`config.mk`:
```
export PLATFORM = sky130hd
export DESIGN_NAME = bright_marker_centroid_unit
export DESIGN_NICKNAME = d
export VERILOG_FILES = /design/src/hw/rtl/bmc_pkg.sv /design/src/hw/rtl/bright_marker_centroid_unit.sv
export SDC_FILE = /design/constraint.sdc
export NUM_CORES = 2
export LEC_CHECK = 0
export BUFFER_PORTS_ARGS = -buffer_cell sky130_fd_sc_hd__buf_2
export CAP_MARGIN = 10
export CORE_MARGIN = 5
export CORE_UTILIZATION = 46
export DETAILED_ROUTE_END_ITERATION = 6
export PLACE_DENSITY = 0.67
export SLEW_MARGIN = 30
export SYNTH_ARGS = -nofsm -noshare
export SYNTH_HDL_FRONTEND = slang
export SYNTH_SLANG_ARGS = --single-unit
```
`constraint.sdc`:
```
create_clock -name clk_i -period 10.55 [get_ports clk_i]
set_clock_uncertainty 0.1 [all_clocks]
set_input_delay 1.055 -clock clk_i [delete_from_list [all_inputs] [get_ports clk_i]]
set_output_delay 1.055 -clock clk_i [all_outputs]
set_load 0.01 [all_outputs]
```
`src/hw/rtl/bmc_pkg.sv`:
```
// Shared constants and types for the bright marker centroid unit.
`default_nettype none
package bmc_pkg;

  localparam int MaxWidth  = 512;
  localparam int MaxHeight = 512;

  localparam int ColW   = $clog2(MaxWidth);
  localparam int RowW   = $clog2(MaxHeight);
  localparam int CntW   = 19;
  localparam int SumW   = 2 * ColW + RowW;
  // wide enough for the centroid numerator and for the 30-bit lateral and confidence products
  localparam int DivW   = (SumW + 5 > 32) ? SumW + 5 : 32;
  localparam int DivCntW = $clog2(DivW);
  localparam int FrameW = 10;
  localparam int CfgW   = 19;
  localparam int IdxW   = 3;

  localparam logic [CntW-1:0] TallyMax   = {CntW{1'b1}};
  localparam logic [12:0]     CentroidMax = 13'd8191;
  localparam logic [20:0]     LateralMax = 21'd1048575;
  localparam logic [15:0]     AltMin     = 16'd200;
  localparam logic [9:0]      ConfMax    = 10'd1000;
  localparam logic [9:0]      ConfMin    = 10'd100;

  typedef enum logic [IdxW-1:0] {
    REG_THRESHOLD = 3'd0,
    REG_MIN_PIX   = 3'd1,
    REG_CENTER_U  = 3'd2,
    REG_CENTER_V  = 3'd3,
    REG_FOCAL     = 3'd4,
    REG_FULL_CONF = 3'd5,
    REG_WIDTH     = 3'd6,
    REG_HEIGHT    = 3'd7
  } reg_idx_e;

  typedef enum logic [2:0] {
    ST_IDLE,
    ST_CHECK,
    ST_MUL,
    ST_LOAD,
    ST_DIV,
    ST_DONE
  } state_e;

  typedef enum logic [2:0] {
    JOB_CU,
    JOB_CV,
    JOB_LX,
    JOB_LY,
    JOB_CONF
  } job_e;

endpackage
`default_nettype wire

```
`src/hw/rtl/bright_marker_centroid_unit.sv`:
```
// Top level of the bright marker centroid unit: pixel accumulation and end-of-frame math.
`default_nettype none
// Usage:
//   Pixels enter in raster order on pixel_value_i with start_i; a word is taken at a
//   clock edge where start_i is high and busy_o is low. Column and row are counted
//   here from the frame_width and frame_height registers.
//   Ordinary pixels leave busy_o low, so pixels may stream, one per cycle.
//   The last pixel of a frame (with altitude_mm_i sampled there) raises busy_o and
//   starts the end-of-frame sequence: one restoring divider, one quotient bit per
//   cycle, shared by up to five divisions (two centroids, two lateral offsets,
//   confidence), plus a step on the shared multiplier (ST_MUL) before each of the
//   last three. The lateral divisions are skipped when the altitude is at most
//   200 mm; a frame with too few bright pixels goes from ST_CHECK straight to
//   ST_DONE.
//   The result is shown for one cycle with done_o high; the receiver cannot stall.
//   Configuration is written through wr_en_i / wr_idx_i / wr_data_i while idle; the block itself does not enforce this.
//   Reset loads the default registers, clears the counters and returns to idle.
module bright_marker_centroid_unit (
  input  wire logic                     clk_i,
  input  wire logic                     rst_ni,
  input  wire logic                     start_i,
  output logic                          busy_o,
  input  wire logic [7:0]               pixel_value_i,
  input  wire logic [15:0]              altitude_mm_i,
  input  wire logic                     wr_en_i,
  input  wire logic [bmc_pkg::IdxW-1:0] wr_idx_i,
  input  wire logic [bmc_pkg::CfgW-1:0] wr_data_i,
  output logic                          done_o,
  output logic                          detect_valid_o,
  output logic [18:0]                   bright_count_o,
  output logic [12:0]                   centroid_u_q4_o,
  output logic [12:0]                   centroid_v_q4_o,
  output logic signed [13:0]            offset_u_q4_o,
  output logic signed [13:0]            offset_v_q4_o,
  output logic signed [20:0]            lateral_x_mm_o,
  output logic signed [20:0]            lateral_y_mm_o,
  output logic [9:0]                    confidence_permille_o
);
  import bmc_pkg::*;

  // configuration registers
  logic [7:0]        thr_q;
  logic [CntW-1:0]   min_pix_q;
  logic [8:0]        center_u_q;
  logic [8:0]        center_v_q;
  logic [11:0]       focal_q;
  logic [CntW-1:0]   full_q;
  logic [FrameW-1:0] width_q;
  logic [FrameW-1:0] height_q;

  // accumulation state
  logic [ColW-1:0] col_q, col_d;
  logic [RowW-1:0] row_q, row_d;
  logic [SumW-1:0] sum_col_q, sum_col_d;
  logic [SumW-1:0] sum_row_q, sum_row_d;
  logic [CntW-1:0] tally_q, tally_d;
  logic [15:0]     alt_q;

  // sequencer and shared units
  state_e state_q, state_d;
  job_e   job_q, job_d;
  logic   valid_q, valid_d;

  logic [DivW-1:0]    quo_q;
  logic [CntW:0]      rem_q;
  logic [CntW-1:0]    dvs_q;
  logic [DivCntW-1:0] div_cnt_q;
  logic [DivW-1:0]    prod_q;

  logic [12:0] cu_q, cv_q;
  logic signed [20:0] lx_q, ly_q;
  logic [9:0]  conf_q;

  // effective configuration
  logic [FrameW-1:0] w_eff, h_eff;
  logic [CntW-1:0]   min_eff, full_eff;
  logic [11:0]       focal_eff;

  assign w_eff = (width_q == '0) ? FrameW'(1) :
                 (32'(width_q) > MaxWidth) ? FrameW'(MaxWidth) : width_q;
  assign h_eff = (height_q == '0) ? FrameW'(1) :
                 (32'(height_q) > MaxHeight) ? FrameW'(MaxHeight) : height_q;
  assign min_eff   = (min_pix_q == '0) ? CntW'(1) : min_pix_q;
  assign full_eff  = (full_q == '0) ? CntW'(1) : full_q;
  assign focal_eff = (focal_q == '0) ? 12'd1 : focal_q;

  // pixel path
  logic accept, first_pix, bright, last_col, last_row, last_pix;
  logic [CntW-1:0] tally_base;
  logic [SumW-1:0] sum_col_base, sum_row_base;

  assign accept    = start_i && (state_q == ST_IDLE);
  assign first_pix = (col_q == '0) && (row_q == '0);
  assign bright    = pixel_value_i >= thr_q;
  assign last_col  = (32'(col_q) + 32'd1) >= 32'(w_eff);
  assign last_row  = (32'(row_q) + 32'd1) >= 32'(h_eff);
  assign last_pix  = last_col && last_row;

  always_comb begin
    tally_base   = first_pix ? '0 : tally_q;
    sum_col_base = first_pix ? '0 : sum_col_q;
    sum_row_base = first_pix ? '0 : sum_row_q;
    tally_d   = tally_base;
    sum_col_d = sum_col_base;
    sum_row_d = sum_row_base;
    if (bright) begin
      if (tally_base != TallyMax) tally_d = tally_base + CntW'(1);
      sum_col_d = sum_col_base + SumW'(col_q);
      sum_row_d = sum_row_base + SumW'(row_q);
    end
    col_d = col_q + ColW'(1);
    row_d = row_q;
    if (last_col) begin
      col_d = '0;
      row_d = last_row ? '0 : row_q + RowW'(1);
    end
  end

  // offsets from the optical centre; the difference always fits 14 bits
  logic signed [13:0] ou, ov;
  logic [13:0] ou_abs, ov_abs;

  assign ou = $signed({1'b0, cu_q}) - $signed({1'b0, center_u_q, 4'b0000});
  assign ov = $signed({1'b0, cv_q}) - $signed({1'b0, center_v_q, 4'b0000});
  assign ou_abs = ou[13] ? 14'(-ou) : 14'(ou);
  assign ov_abs = ov[13] ? 14'(-ov) : 14'(ov);

  // shared multiplier operands
  logic [CntW-1:0] mul_a;
  logic [15:0]     mul_b;
  logic [CntW+15:0] mul_p;

  always_comb begin
    case (job_q)
      JOB_LX: begin
        mul_a = CntW'(ou_abs);
        mul_b = alt_q;
      end
      JOB_LY: begin
        mul_a = CntW'(ov_abs);
        mul_b = alt_q;
      end
      default: begin
        mul_a = tally_q;
        mul_b = 16'd1000;
      end
    endcase
  end
  assign mul_p = mul_a * mul_b;

  // divider operands
  logic [DivW-1:0] div_num;
  logic [CntW-1:0] div_den;

  always_comb begin
    case (job_q)
      JOB_CU: begin
        div_num = DivW'({sum_col_q, 4'b0000}) + DivW'(tally_q >> 1);
        div_den = tally_q;
      end
      JOB_CV: begin
        div_num = DivW'({sum_row_q, 4'b0000}) + DivW'(tally_q >> 1);
        div_den = tally_q;
      end
      JOB_LX, JOB_LY: begin
        div_num = prod_q + DivW'({focal_eff, 3'b000});
        div_den = CntW'({focal_eff, 4'b0000});
      end
      default: begin
        div_num = prod_q;
        div_den = full_eff;
      end
    endcase
  end

  // one restoring step
  logic [CntW:0]   trial;
  logic            trial_ge;
  logic [CntW:0]   rem_next;
  logic [DivW-1:0] quo_next;
  logic            div_last;

  assign trial    = {rem_q[CntW-1:0], quo_q[DivW-1]};
  assign trial_ge = trial >= {1'b0, dvs_q};
  assign rem_next = trial_ge ? trial - {1'b0, dvs_q} : trial;
  assign quo_next = {quo_q[DivW-2:0], trial_ge};
  assign div_last = div_cnt_q == DivCntW'(DivW - 1);

  // saturated forms of the final quotient
  logic [12:0]        q_cent;
  logic               lat_neg;
  logic [20:0]        lat_cap;
  logic [20:0]        q_lat;
  logic signed [20:0] q_lat_s;
  logic [9:0]         q_conf;

  always_comb begin
    q_cent  = (quo_next > DivW'(CentroidMax)) ? CentroidMax : quo_next[12:0];
    lat_neg = (job_q == JOB_LX) ? ou[13] : ov[13];
    // a negative magnitude may reach one step further than a positive one
    lat_cap = lat_neg ? LateralMax + 21'd1 : LateralMax;
    q_lat   = (quo_next > DivW'(lat_cap)) ? lat_cap : quo_next[20:0];
    q_lat_s = lat_neg ? -$signed(q_lat) : $signed(q_lat);
    if (quo_next > DivW'(ConfMax))      q_conf = ConfMax;
    else if (quo_next < DivW'(ConfMin)) q_conf = ConfMin;
    else                                q_conf = quo_next[9:0];
  end

  // sequencer
  always_ff @(posedge clk_i or negedge rst_ni) begin
    if (!rst_ni) begin
      state_q <= ST_IDLE;
      job_q   <= JOB_CU;
      valid_q <= 1'b0;
    end else begin
      state_q <= state_d;
      job_q   <= job_d;
      valid_q <= valid_d;
    end
  end

  always_comb begin
    state_d = state_q;
    job_d   = job_q;
    valid_d = valid_q;
    busy_o  = 1'b1;
    done_o  = 1'b0;
    case (state_q)
      ST_IDLE: begin
        busy_o = 1'b0;
        if (accept && last_pix) state_d = ST_CHECK;
      end
      ST_CHECK: begin
        job_d = JOB_CU;
        if (tally_q < min_eff) begin
          valid_d = 1'b0;
          state_d = ST_DONE;
        end else begin
          valid_d = 1'b1;
          state_d = ST_LOAD;
        end
      end
      ST_MUL: state_d = ST_LOAD;
      ST_LOAD: state_d = ST_DIV;
      ST_DIV: begin
        if (div_last) begin
          case (job_q)
            JOB_CU: begin
              job_d   = JOB_CV;
              state_d = ST_LOAD;
            end
            JOB_CV: begin
              // skip the lateral terms at low altitude
              job_d   = (alt_q > AltMin) ? JOB_LX : JOB_CONF;
              state_d = ST_MUL;
            end
            JOB_LX: begin
              job_d   = JOB_LY;
              state_d = ST_MUL;
            end
            JOB_LY: begin
              job_d   = JOB_CONF;
              state_d = ST_MUL;
            end
            default: state_d = ST_DONE;
          endcase
        end
      end
      ST_DONE: begin
        done_o  = 1'b1;
        state_d = ST_IDLE;
      end
      default: state_d = ST_IDLE;
    endcase
  end

  // configuration and accumulation registers
  always_ff @(posedge clk_i or negedge rst_ni) begin
    if (!rst_ni) begin
      thr_q      <= 8'd200;
      min_pix_q  <= CntW'(20);
      center_u_q <= 9'd160;
      center_v_q <= 9'd120;
      focal_q    <= 12'd410;
      full_q     <= CntW'(5000);
      width_q    <= FrameW'(320);
      height_q   <= FrameW'(240);
      col_q      <= '0;
      row_q      <= '0;
      sum_col_q  <= '0;
      sum_row_q  <= '0;
      tally_q    <= '0;
    end else begin
      if (wr_en_i) begin
        case (reg_idx_e'(wr_idx_i))
          REG_THRESHOLD: thr_q      <= wr_data_i[7:0];
          REG_MIN_PIX:   min_pix_q  <= wr_data_i[CntW-1:0];
          REG_CENTER_U:  center_u_q <= wr_data_i[8:0];
          REG_CENTER_V:  center_v_q <= wr_data_i[8:0];
          REG_FOCAL:     focal_q    <= wr_data_i[11:0];
          REG_FULL_CONF: full_q     <= wr_data_i[CntW-1:0];
          REG_WIDTH:     width_q    <= wr_data_i[FrameW-1:0];
          REG_HEIGHT:    height_q   <= wr_data_i[FrameW-1:0];
          default: ;
        endcase
      end
      if (accept) begin
        col_q     <= col_d;
        row_q     <= row_d;
        sum_col_q <= sum_col_d;
        sum_row_q <= sum_row_d;
        tally_q   <= tally_d;
      end
    end
  end

  // datapath of the end-of-frame sequence
  always_ff @(posedge clk_i or negedge rst_ni) begin
    if (!rst_ni) begin
      div_cnt_q <= '0;
    end else if (state_q == ST_LOAD) begin
      div_cnt_q <= '0;
    end else if (state_q == ST_DIV) begin
      div_cnt_q <= div_cnt_q + DivCntW'(1);
    end
  end

  always_ff @(posedge clk_i) begin
    if (accept) alt_q <= altitude_mm_i;
    if (state_q == ST_MUL) prod_q <= DivW'(mul_p);
    if (state_q == ST_LOAD) begin
      quo_q <= div_num;
      rem_q <= '0;
      dvs_q <= div_den;
    end else if (state_q == ST_DIV) begin
      quo_q <= quo_next;
      rem_q <= rem_next;
    end
    if (state_q == ST_CHECK) begin
      // zero the lateral terms; they stay so at low altitude
      lx_q <= '0;
      ly_q <= '0;
    end
    if (state_q == ST_DIV && div_last) begin
      case (job_q)
        JOB_CU:  cu_q   <= q_cent;
        JOB_CV:  cv_q   <= q_cent;
        JOB_LX:  lx_q   <= q_lat_s;
        JOB_LY:  ly_q   <= q_lat_s;
        default: conf_q <= q_conf;
      endcase
    end
  end

  // result word; all but the valid flag and the bright count are masked when the detection is not valid
  assign detect_valid_o        = valid_q;
  assign bright_count_o        = tally_q;
  assign centroid_u_q4_o       = valid_q ? cu_q : '0;
  assign centroid_v_q4_o       = valid_q ? cv_q : '0;
  assign offset_u_q4_o         = valid_q ? ou : '0;
  assign offset_v_q4_o         = valid_q ? ov : '0;
  assign lateral_x_mm_o        = valid_q ? lx_q : '0;
  assign lateral_y_mm_o        = valid_q ? ly_q : '0;
  assign confidence_permille_o = valid_q ? conf_q : '0;

endmodule
`default_nettype wire

```
# ---- Word level (Yosys, flattened, before mapping)
# Index checks and enable logic that the tools add are counted.
dict set report word_totals {
  reg_bits 395
  wordCells 173
}
dict set report op_classes {
  n_addsub 17
  mul 1
  magnitude_cmp 12
  n_eq_ne 20
  n_mux 58
  bitwise 1
  n_reduce_logical 36
}
# operator n
set op_table {}
lappend op_table {{$mux 21} 11}
lappend op_table {{$mux 19} 6}
lappend op_table {{$mux 27} 4}
lappend op_table {{$pmux 32 s3} 1}
lappend op_table {{$pmux 19 s2} 2}
lappend op_table {{$add 31x18->32} 2}
lappend op_table {{$mux 32} 2}
lappend op_table {{$mux 10} 6}
lappend op_table {{$mux 14} 4}
lappend op_table {{$add 27x9->27} 2}
lappend op_table {{$mux 13} 3}
lappend op_table {{$logic_not 19->1} 2}
lappend op_table {{$add 32x15->32} 1}
lappend op_table {{$gt 32x10->1 const B} 1}
lappend op_table {{$gt 32x13->1 const B} 1}
lappend op_table {{$gt 32x21->1} 1}
lappend op_table {{$lt 32x7->1 const B} 1}
lappend op_table {{$mul 19x16->32} 1}
lappend op_table {{$neg 14->14} 2}
lappend op_table {{$sub 13x13->14} 2}
lappend op_table {{$reduce_and 2->1} 13}
lappend op_table {{$neg 21->21} 1}
lappend op_table {{$add 9x1->10 const B} 2}
lappend op_table {{$ge 10x10->1} 2}
lappend op_table {{37 further kinds} 72}

# ---- Logic depth before layout (Yosys ltp)
dict set report depth {
  word_depth 9
  depth_mapped 36
}

# ---- Least setup slack after synthesis
# No wires, ideal clock.
dict set report synth_path {
  kind {reg2reg}
  startpoint {reg center_u_q[5]}
  endpoint {reg prod_q[25] (data pin)}
  t_arrival_ns 7.732
  slack_ns 2.460
  stages_incl_launch_ff 30
  synth_period_minus_slack_ns 8.090
  path_cell_list {dfstp_2 inv_1 ha_1 o21a_1 or2_2 a41o_1 buf_2 nor2_1 xnor2_1 mux2i_1 nor3_1 nor2_1 fa_1 fa_1 fa_1 fa_1 fa_1 inv_1 fa_1 inv_1 ha_1 a21oi_1 a31oi_1 a311oi_1 o31ai_1 a41o_1 a21o_1 a21o_1 a21oi_1 xnor2_1}
}
dict set report synth_via {
  elab_chain_len 5
}
# element line_no
set synth_lines {}
lappend synth_lines {{start: declaration} bright_marker_centroid_unit.sv:44} ;# logic [8:0] center_u_q;
lappend synth_lines {{start signal: assignment} bright_marker_centroid_unit.sv:298} ;# REG_CENTER_U: center_u_q <= wr_data_i[8:0];
lappend synth_lines {{$sub 13x13->14 *} bright_marker_centroid_unit.sv:123} ;# assign ou = $signed({1'b0, cu_q}) - $signed({1'b0, center_u_q, 4'b0000});
lappend synth_lines {{$neg 14->14} bright_marker_centroid_unit.sv:125} ;# assign ou_abs = ou[13] ? 14'(-ou) : 14'(ou);
lappend synth_lines {{$mux 14 *} bright_marker_centroid_unit.sv:125}
lappend synth_lines {{$pmux 19 s2 *} bright_marker_centroid_unit.sv:134} ;# case (job_q)
lappend synth_lines {{$mul 19x16->32 *} bright_marker_centroid_unit.sv:149} ;# assign mul_p = mul_a * mul_b;
lappend synth_lines {{net mul_p[25]} bright_marker_centroid_unit.sv:131} ;# logic [CntW+15:0] mul_p;
lappend synth_lines {{end signal: assignment} bright_marker_centroid_unit.sv:330} ;# if (state_q == ST_MUL) prod_q <= DivW'(mul_p);
lappend synth_lines {{end: declaration} bright_marker_centroid_unit.sv:68} ;# logic [DivW-1:0] prod_q;
# Mark *: on every way through the listed nets, which the timed path passes. The rest lies on a longest branch.
# A chain may end at the register's enable or synchronous reset.

# ---- Worst setup path after layout
dict set report layout_path {
  startpoint {reg center_u_q[5]}
  endpoint {reg prod_q[29] (data pin)}
}
# The elaborated chain is that of the path after synthesis.

==> impl_metrics.py <==
metrics = {
    "cells_and_area": {
        "layout_common_cells": "nand2_1, inv_1, o21ai_0, ha_1, fa_1",
        "fin_util_pct": 51.1,
        "fin_nets": 4472,
        "drive_above_1_share_pct": 11.8,
        "nFillCells": 6941,
        "syn2layout_area_growth_pct": 10.5,
        "layout_commonest_cell": "nand2_1",
    },
    "timing": {
        "setup_violations": 0,
        "tns_ns": 0,
        "setup_ws_ns": 1.06,
        "hold_viol_final": 0,
        "max_slew_margin_pct": 31.7,
        "grt_setup_unrepaired": "no",
        "max_freq_ghz": 0.105,
        "fin_crit_sh_pct": 89.9,
        "worstMarginPinSlew_ns": 0.996,
        "post-route-min-period_ns": 9.49,
        "drv_slew": 0,
        "timing.hold.ws_ns": 0.348,
    },
    "drt": {
        "via_count": 28600,
        "drt-total-wl_um": 104000,
        "via_per_inst": 5.80,
        "drc_errors": 2,
        "initialDrtViolationCount": 2528,
        "ant_nets": 0,
        "drt_pass1_iterations": 7,
        "post_drt_wl_per_cell_um": 21.1,
    },
    "power": {
        "p_per_area_mw_per_mm2": 180,
        "leakage_nw": 17.0,
        "ir_drop_v": 0.000133,
    },
    "worst_setup_path": {
        "slowest_stage": "nor3_1",
        "r2r-start": "center_u_q[5]",
        "required_ns": 10.76,
        "cpPeakStageDelay_ns": 0.84,
        "worstSetupEndpointType": "flop",
        "cp.arrival_ns": 9.70,
        "critPathKind": "flop to flop",
        "path_max_fanout": 15,
        "start_kind": "flop",
        "worstSetupStartpoint": "center_u_q[5]",
        "crit_top_cell": "fa_1",
    },
    "clocking": {
        "postCtsHoldBufs": 0,
        "clkLatencyLatePin_ns": 0.61,
        "h-tree-depth": 2,
        "cts.sinks": 395,
        "numCtsBuffers": 46,
        "cts_resized": 0,
        "cts.path.max_buffers": 3,
        "post_cts_buffers": 0,
        "cts_tree": "done",
        "clkSlewWorstSetupHoldPaths_ns": 0.06,
        "root_buffer": "clkbuf_16",
    },
    "floorplan": {
        "rows": 100,
        "die_h_um": 283,
        "pin_count": 178,
        "core_mm2": 0.0742,
        "die_x_um": 283,
        "die-area_mm2": 0.0802,
        "start_util_pct": 46.2,
    },
    "grt": {
        "grt_use_met2_pct": 39.6,
        "grt_antenna_before_repair": 1,
        "grt_pass1_wl_um": 164000,
        "grtUsageTotal_pct": 25.5,
        "grt_use_met3_pct": 5.06,
        "use_met1_pct": 35.4,
        "grt_start_max_net_pins": 84,
        "grt_busiest_layer": "met2",
        "grt_pass1_vias": 27900,
        "grt_overflow_total": 0,
    },
    "flow_run": {
        "max_cap_viol_count": 0,
    },
    "logic_synthesis": {
        "synth_edf_count": 135,
        "syn_inst": 3787,
        "ys_types": 102,
        "synthArstFlopShare_pct": 50.4,
        "ys_warn_count": 0,
        "ys.flop_type": "dfrtp_1",
        "synth-seq-cells": 395,
        "yosysSeqAreaShare_pct": 30.0,
        "synth_area_mm2": 0.0343,
        "syn_area_per_cell_um2": 9.06,
    },
    "place": {
        "dp_hpwl_um": 80300,
        "dp_slack_ns": 1.29,
        "port_buffers": 177,
        "place.gp.congestion": 1.00,
    },
    "status": {
        "violations": "design-rule violations",
        "status": "finished with violations",
    },
    "worst_hold_path": {
        "hold_class": "flop to flop",
        "min_from": "ly_q[15]",
    },
}
## final timing paths
path	endpoint	slack, ns	cells after the start
max	prod_q[29]	1.06	30
min	ly_q[15]	0.35	2
max reg2reg	prod_q[29]	1.06	30
min reg2reg	ly_q[15]	0.35	2
max in group asynchronous	center_u_q[0]	8.72	2
min in group asynchronous	col_q[0]	0.38	1
## sequential cells by signal (all words and copies together) (netlist names), 9 cells and up
signal and cells:
width_q 10, height_q 10, full_q 19, cv_q 13, center_u_q 9, min_pix_q 19
prod_q 32, bright_count_o 19, row_q 9, cu_q 13, quo_q 32, center_v_q 9
focal_q 12, col_q 9, rem_q 19, sum_row_q 27, alt_q 16, ly_q 21
dvs_q 19, sum_col_q 27, conf_q 10, lx_q 21
## where the power goes
| part | switching (mW) | internal [mW] |
|---|---|---|
| logic | 1.79 | 1.08 |
| registers | 0.352 | 1.94 |
| clock network | 0.681 | 0.958 |
| total | 2.82 | 3.98 |
## cells by family after synthesis
logic type | synth area share [%]
AO/OA/AOI/OAI | 15.3
XOR/XNOR | 4.08
adder cells (fa/ha/maj) | 23.1
buffers and inverters | 6.49
flip-flops | 30.0
multiplexers | 3.50
other | 0.0219
AND/OR/NAND/NOR | 17.5
## routing by layer
layer	wire length, um	vias to the layer above
met5	0	-
met4	4450	0
met3	8380	213
met2	46200	1164
met1	45400	14000
li1	-	13300
## metrics by stage
step           area [um2]  power [mW]  cells
2_1_floorplan       34500        4.24   3829
3_3_place_gp        36300        5.09   4852
3_5_place_dp        36300        5.13   4852
4_1_cts             37800        6.79   4938
5_1_grt             37900        7.27   4940
6_report            37900        6.81   4941
## cell type report
type	count	area (um2)	area share, %
clock buffers	71	1380	3.63
repair buffers	227	1300	3.42
inverters	401	1510	3.97
diodes	1	2.50	0.00660
well taps	969	1210	3.20
multi-input cells	2862	22000	58.1
flip-flops and latches	395	10300	27.2
clock inverters	15	188	0.495
## cell usage after synthesis (all sizes together), types with 26 or more instances
| library cell | number | area share (%) |
|---|---|---|
| xor2 | 66 | 1.7 |
| mux2 | 69 | 2.3 |
| nand3 | 98 | 1.5 |
| dfstp | 27 | 2.1 |
| nor4 | 35 | 0.69 |
| a21o | 45 | 0.98 |
| dfxtp | 61 | 3.6 |
| a21oi | 168 | 2.5 |
| nor2b | 51 | 0.93 |
| a211oi | 30 | 0.66 |
| o31ai | 31 | 0.68 |
| nand4 | 31 | 0.58 |
| and2 | 117 | 2.1 |
| o21a | 27 | 0.59 |
| o211ai | 26 | 0.61 |
| dfrtp | 172 | 13 |
| mux2i | 40 | 1.2 |
| buf | 50 | 0.78 |
| nor2 | 210 | 2.3 |
| fa | 241 | 14 |
| inv | 397 | 4.3 |
| nor3 | 51 | 0.77 |
| xnor2 | 94 | 2.4 |
| a31oi | 26 | 0.49 |
| nand2b | 43 | 0.78 |
| clkbuf | 121 | 1.3 |
| o21ai | 314 | 4.6 |
| nand2 | 459 | 5.0 |
| and3 | 45 | 0.82 |
| ha | 248 | 9.0 |
| edfxtp | 135 | 12 |
## critical path: cells and delay by family (launching register included)
family	cells	cell delay [ns]
compound gates	6	1.96
flops	1	0.52
buf+inv	5	0.27
mux	1	0.17
fa+ha+maj	8	3.87
xor+xnor	2	0.28
simple gates	8	2.00
No activity file was read; power rests on OpenSTA's default activity.
